### config.mk
export PLATFORM = sky130hd
export DESIGN_NAME = efi_sqrt_pipe
export DESIGN_NICKNAME = d
export VERILOG_FILES = /design/src/efi_pkg.sv /design/src/efi_sqrt_pipe.sv
export SDC_FILE = /design/constraint.sdc
export NUM_CORES = 2
export LEC_CHECK = 0
export BUFFER_PORTS_ARGS = -buffer_cell sky130_fd_sc_hd__buf_2
export CAP_MARGIN = 20
export CORE_UTILIZATION = 50
export DETAILED_ROUTE_END_ITERATION = 6
export PLACE_DENSITY = 0.65
export SLEW_MARGIN = 20
export SYNTH_ARGS = -nofsm -noshare
export SYNTH_HDL_FRONTEND = slang
export SYNTH_MEMORY_MAX_BITS = 65536
export SYNTH_SLANG_ARGS = --single-unit
### constraint.sdc
create_clock -name clk -period 10 [get_ports clk]
set_input_delay 0.5 -clock clk [delete_from_list [all_inputs] [get_ports clk]]
set_output_delay 0.5 -clock clk [all_outputs]
set_load 0.05 [all_outputs]
### src/efi_pkg.sv
`timescale 1ns / 1ps
// ----------------------------------------------------------------------------
// efi_pkg: shared types and constants of the inverse error function unit
// Holds the fixed-point constants of the closed-form approximation with
// a = 0.147, the internal word widths and the per-word side information.
// ----------------------------------------------------------------------------
package efi_pkg;

	// Default fraction widths of the input and output words.
	localparam int IN_FRAC_BITS_DEF  = 30;
	localparam int OUT_FRAC_BITS_DEF = 27;

	// The final square root delivers its result with this many fraction bits.
	localparam int SQRT_FRAC = 29;

	// ln(2), 1/a and 2/(pi*a), all in Q.28.
	localparam logic [27:0]        LN2_Q28   = 28'd186065280;
	localparam logic [30:0]        INV_A_Q28 = 31'd1826091537;
	localparam logic signed [33:0] K_Q28     = 34'sd1162525979;

	// Internal widths.
	localparam int LOG_STEPS = 30;   // squaring steps, one log bit each
	localparam int FRAC_W    = 30;   // fraction bits of the log
	localparam int NL_W      = 37;   // -log2(1-x^2) in Q.30
	localparam int W_W       = 35;   // -ln(1-x^2) in Q.28
	localparam int WA_W      = 36;   // w/a in Q.28
	localparam int T_W       = 34;   // signed t in Q.28
	localparam int TA_W      = 33;   // magnitude of t
	localparam int REM_W     = 34;   // square root remainder
	localparam int ROOT_W    = 32;   // square root result
	localparam int SQRT_IN_W = 64;   // square root radicand

	// Side information that travels with every word.
	typedef struct packed {
		logic neg;    // sign of the argument
		logic zero;   // argument rescales to zero
		logic inf;    // magnitude of one or more
	} meta_t;

	localparam int META_W = $bits(meta_t);

endpackage

### src/efi_sqrt_pipe.sv
`timescale 1ns / 1ps
// ----------------------------------------------------------------------------
// efi_sqrt_pipe: pipelined integer square root of a 64-bit word
// Restoring digit-by-digit method, one result bit per stage, 32 stages.
// Side information travels alongside unchanged.
// ----------------------------------------------------------------------------
module efi_sqrt_pipe #(
	parameter int SB_W = efi_pkg::META_W
) (
	input  logic                          clk,
	input  logic                          arst_n,
	input  logic                          en,
	input  logic                          in_valid,
	input  logic [efi_pkg::SQRT_IN_W-1:0] in_x,
	input  logic [SB_W-1:0]               in_sb,
	output logic                          out_valid,
	output logic [efi_pkg::ROOT_W-1:0]    out_root,
	output logic [SB_W-1:0]               out_sb
);

	localparam int STEPS = efi_pkg::ROOT_W;
	localparam int RW    = efi_pkg::REM_W;
	localparam int XW    = efi_pkg::SQRT_IN_W;

	logic            v_s   [1:STEPS];
	logic [RW-1:0]   rem_s [1:STEPS];
	logic [STEPS-1:0] root_s[1:STEPS];
	logic [XW-1:0]   x_s   [1:STEPS];
	logic [SB_W-1:0] sb_s  [1:STEPS];

	for (genvar k = 0; k < STEPS; k++) begin : g_step
		logic             p_v;
		logic [RW-1:0]    p_rem;
		logic [STEPS-1:0] p_root;
		logic [XW-1:0]    p_x;
		logic [SB_W-1:0]  p_sb;
		logic [RW+1:0]    cur;
		logic [RW+1:0]    trial;
		logic             ge;

		if (k == 0) begin : g_first
			assign p_v    = in_valid;
			assign p_rem  = '0;
			assign p_root = '0;
			assign p_x    = in_x;
			assign p_sb   = in_sb;
		end else begin : g_next
			assign p_v    = v_s[k];
			assign p_rem  = rem_s[k];
			assign p_root = root_s[k];
			assign p_x    = x_s[k];
			assign p_sb   = sb_s[k];
		end

		// Bring down two radicand bits and try the next root bit.
		assign cur   = {p_rem, p_x[XW-1:XW-2]};
		assign trial = (RW+2)'({p_root, 2'b01});
		assign ge    = (cur >= trial);

		always_ff @(posedge clk or negedge arst_n) begin
			if (!arst_n) begin
				v_s[k+1] <= 1'b0;
			end else if (en) begin
				v_s[k+1] <= p_v;
			end
		end

		always_ff @(posedge clk) begin
			if (en) begin
				rem_s[k+1]  <= ge ? RW'(cur - trial) : RW'(cur);
				root_s[k+1] <= {p_root[STEPS-2:0], ge};
				x_s[k+1]    <= {p_x[XW-3:0], 2'b00};
				sb_s[k+1]   <= p_sb;
			end
		end
	end

	assign out_valid = v_s[STEPS];
	assign out_root  = root_s[STEPS];
	assign out_sb    = sb_s[STEPS];

endmodule

# Word level (Yosys, flattened, before mapping)
# Memories as Yosys holds them, arrays and structs flattened.
# Cells that the tools add are included.
# Widths: inputs -> output; s select.
[op_classes]
add_sub_neg = 32
mux = 34
n_lt_le_gt_ge = 32
[ops]
columns = ["operator", "n"]
rows = [
  ["$ge 36x34->1", 31],
  ["$mux 34", 32],
  ["$sub 34x34->34", 31],
  ["$sub 2x1->3 const B", 1],
  ["$ge 2x1->1 const B", 1],
  ["$mux 1", 2],
]
[word_totals]
out_inout_bits = 36
elab_cells = 134
mem_count = 4
ramBits = 4192
reg_bits = 32
[mem_list]
columns = ["name", "words", "word_bits", "read_ports", "rd_ports_with_merged_regs", "write_ports", "line_no", "source"]
rows = [
  ["x_s", 32, 62, 31, 0, 32, "efi_sqrt_pipe.sv:28", "logic [XW-1:0] x_s [1:STEPS];"],
  ["rem_s", 32, 34, 31, 0, 32, "efi_sqrt_pipe.sv:26", "logic [RW-1:0] rem_s [1:STEPS];"],
  ["root_s", 32, 32, 32, 0, 32, "efi_sqrt_pipe.sv:27", "logic [STEPS-1:0] root_s[1:STEPS];"],
  ["sb_s", 32, 3, 32, 0, 32, "efi_sqrt_pipe.sv:29", "logic [SB_W-1:0] sb_s [1:STEPS];"],
]

# Depth between registers and ports, before layout
# An unclocked memory read counts as a cell.
[depth]
ltp_word = 3
depth_mapped = 14
depth_no_buf = 12

# Least setup slack after synthesis
# OpenSTA, ideal clock, no wires.
[synth_timing]
path_kind = "reg2reg"
from = "register, netlist name rem_s[0][180]"
to = "register, netlist name rem_s[0][235]"
required_time_ns = 9.741
arrival_time_ns = 3.150
stages_incl_launch_ff = 10
setup_slack_ns = 6.591
cell_sequence = "edfxtp_1 -> or4_4 -> or3_4 -> or4_4 -> nor4_4 -> and2_4 -> nand4_4 -> or4_4 -> or3_4 -> xnor2_2"

==> impl_results.md <==
* Syn_area_per_cell at about 13 um^2
* WL/cell at about 19 um
* Status: completed
* Nature of the critical path startpoint: flip-flop
* Synthesized flop and latch total at ~2700
* Site Rows at 180
* Die Y-Extent at 495 um
* Max_cap viols at 0
* DRT Wirelength at approximately 240 mm
* Cells after DPL at approximately 12000
* RR Startpoint: rem_s[0][382]
* Fin cells at between 10000 and 15000
* Post-synth EDFFs at roughly 2600
* Mapped Cells at between 9000 and 10000
* Total core area at approximately 0.24 mm^2
* Clock Sinks at 2651
* Ys async rst share at 0.0121
* # IOs at about 110
* Router iterations before antenna repair at 6
* Slew Limit Fails at 0
* R2R Path End: rem_s[0][439]
* TNS Setup at 0 ps
* # resized after CTS at 0
* Hold Crit Start: en
* Die area at ~0.25 mm^2
* Die width at between 400 and 500 um
* Post-Route Utilization at 0.566
* WS Path Type: reg -> reg
* Clock Skew at 66.4 ps
* Syn nets at ~10000
* Clk_lat worst skew at ~950 ps
* Layout area overhead at 12.1%
* Root buffer cell: clkbuf_16
* Commonest non-fill, non-tap cell in the layout: edfxtp_1
* Vias in the first global route at just over 70000
* Reg clk slew, reported paths at 60 ps
* Fin crit share at 0.414
* R2R cell count at 8
* Initial antenna violation count at 3
* Crit path time final at just over 4000 ps
* Worst rel slew slack at 0.274
* Drt drc at 0
* WHS Endpoint: x_s[0][94]
* Synth Cell Area at 0.122 mm^2
* LEAKAGE at between 50 and 60 nW
* Overall global routing resource usage at 0.198
* Nets at between 10000 and 15000
* Slew @ Worst Pin at between 1000 and 1500 ps
* Post-synthesis sequential area ratio at 0.653
* Cts bufs inserted at about 300
* RSZ-0062 raised after global routing: false
* Max Freq at ~0.24 GHz
* Yosys warns at 0
* Hold WC Path Type: in -> reg
* First-pass GRT wire length at slightly below 400 mm
* CTS Hold Bufs at 70
* Vias at slightly above 70000
* Hold depth at 1
* Clk buf depth at 4
* Post CTS Setup Buffer Count at 0
* Synth Flop Type: edfxtp_1
* Placer Congestion at just over 0.9
* H-tree lvl count at 5
* Critical path endpoint category: flip-flop
* Worst-path fanout max at 28
* Largest net degree at the start of global routing at approximately 210
* Arr. time, crit path at roughly 4800 ps
* Worst Path Required at around 11000 ps
* Worst R2R Setup Slack at 5860 ps
* Vias per cell at between 5 and 6
* Final hold vios at 0
* Filler Cell Count at approximately 19000
* Most frequent cells in the layout: edfxtp_1, inv_1, nand2_1
* Pwr dens at 232 mW/mm^2
* Layout cell share with drive strength beyond 1 at 0.0768
* # port buffers at 106
* Number of setup violations in the final report at 0
* Maximum vdd drop at approximately 0.0002 V
* Initial DRC count at approximately 5600
* Initial Utilization at 0.505
* Post-DP HPWL at between 150 and 200 mm
* TritonCTS clock tree: done
* ANT nets after route at 0
* Distinct cells, synth at 96
* Gr ovfl total at 0
routing by layer:
metal  vias to the layer above  global-route usage  share of wire
li1                      35200                   -              -
met1                     35100               0.247           0.42
met2                      1730               0.347           0.50
met3                       513              0.0285          0.043
met4                         2              0.0767          0.036
met5                         -                   0       0.000033
through the flow:
step	worst slack [ps]	cell area (um^2)	power [mW]	hold slack, ps
global route	5560	136000	33.3	79.7
detailed placement	5830	126000	21.2	405
floorplan	6590	122000	19.2	204
finish	5860	136000	31.7	52.4
global placement	6030	126000	21.1	400
CTS	5790	136000	32.1	57.9
flip-flops by register name, indices dropped and copies added (netlist names):
signal	cells
x_s	992
sb_s	96
rem_s	1003
root_s	528
g_step.p_v	31
out_valid	1
synth_stat cells, drive strengths merged, types with 157 or more instances:
cell type	number	area [um^2]
edfxtp	2619	78600
inv	726	2730
nand2	681	2560
ha	562	7030
o21ai	542	2710
a21oi	515	2580
nor2	510	1910
xor2	434	3800
xnor2	400	3510
nor3	255	1280
a21o	228	1710
clkbuf	173	649
nand3	157	786
critical path: stages, from the launching register on:
cell      delay, ps
edfxtp_1        410
ha_1            430
nand3_1         200
nor4b_1         690
a311o_1         310
a211o_1         680
nor3b_2         590
nor4b_1         400
xor2_1          110
layout make-up:
class,count,area [um^2],area share
inverters,729,2740,0.0201
clock buffers,371,7950,0.0583
clock inverters,153,1610,0.0118
diodes,2,5.00,0.0000367
well taps,3185,3990,0.0292
flip-flops and latches,2651,79400,0.582
repair buffers,229,1780,0.0130
multi-input cells,5737,39000,0.285
worst max path at each step:
stage                        startpoint       endpoint  slack [ps]
after floorplan           rem_s[0][180]  rem_s[0][235]        6590
after global placement    rem_s[0][245]  rem_s[0][305]        6030
after detailed placement  rem_s[0][498]  rem_s[0][541]        5830
after CTS                 rem_s[0][498]  rem_s[0][541]        5790
after global routing      rem_s[0][388]  rem_s[0][439]        5560
final                     rem_s[0][382]  rem_s[0][439]        5860
cells by family (layout without fill, tap and decap cells):
logic type,Yosys count,after routing,synth area share
and+or+nand+nor,2370,2370,0.0963
AOI/OAI and AO/OA,1865,1865,0.0951
other,1,3,0.0000308
adders and majority gates,562,562,0.0578
DFF,2651,2651,0.653
xor gates and xnor gates,834,834,0.0601
buffers and inverters,920,1482,0.0284
muxes,105,105,0.00958
report_power, final:
group          total [mW]  internal (mW)  switching (mW)
sequential           14.9           14.0           0.909
clock                10.6           6.39            4.25
combinational        6.12           2.53            3.60
total                31.7           22.9            8.76
(Power assumes the default switching activity.)
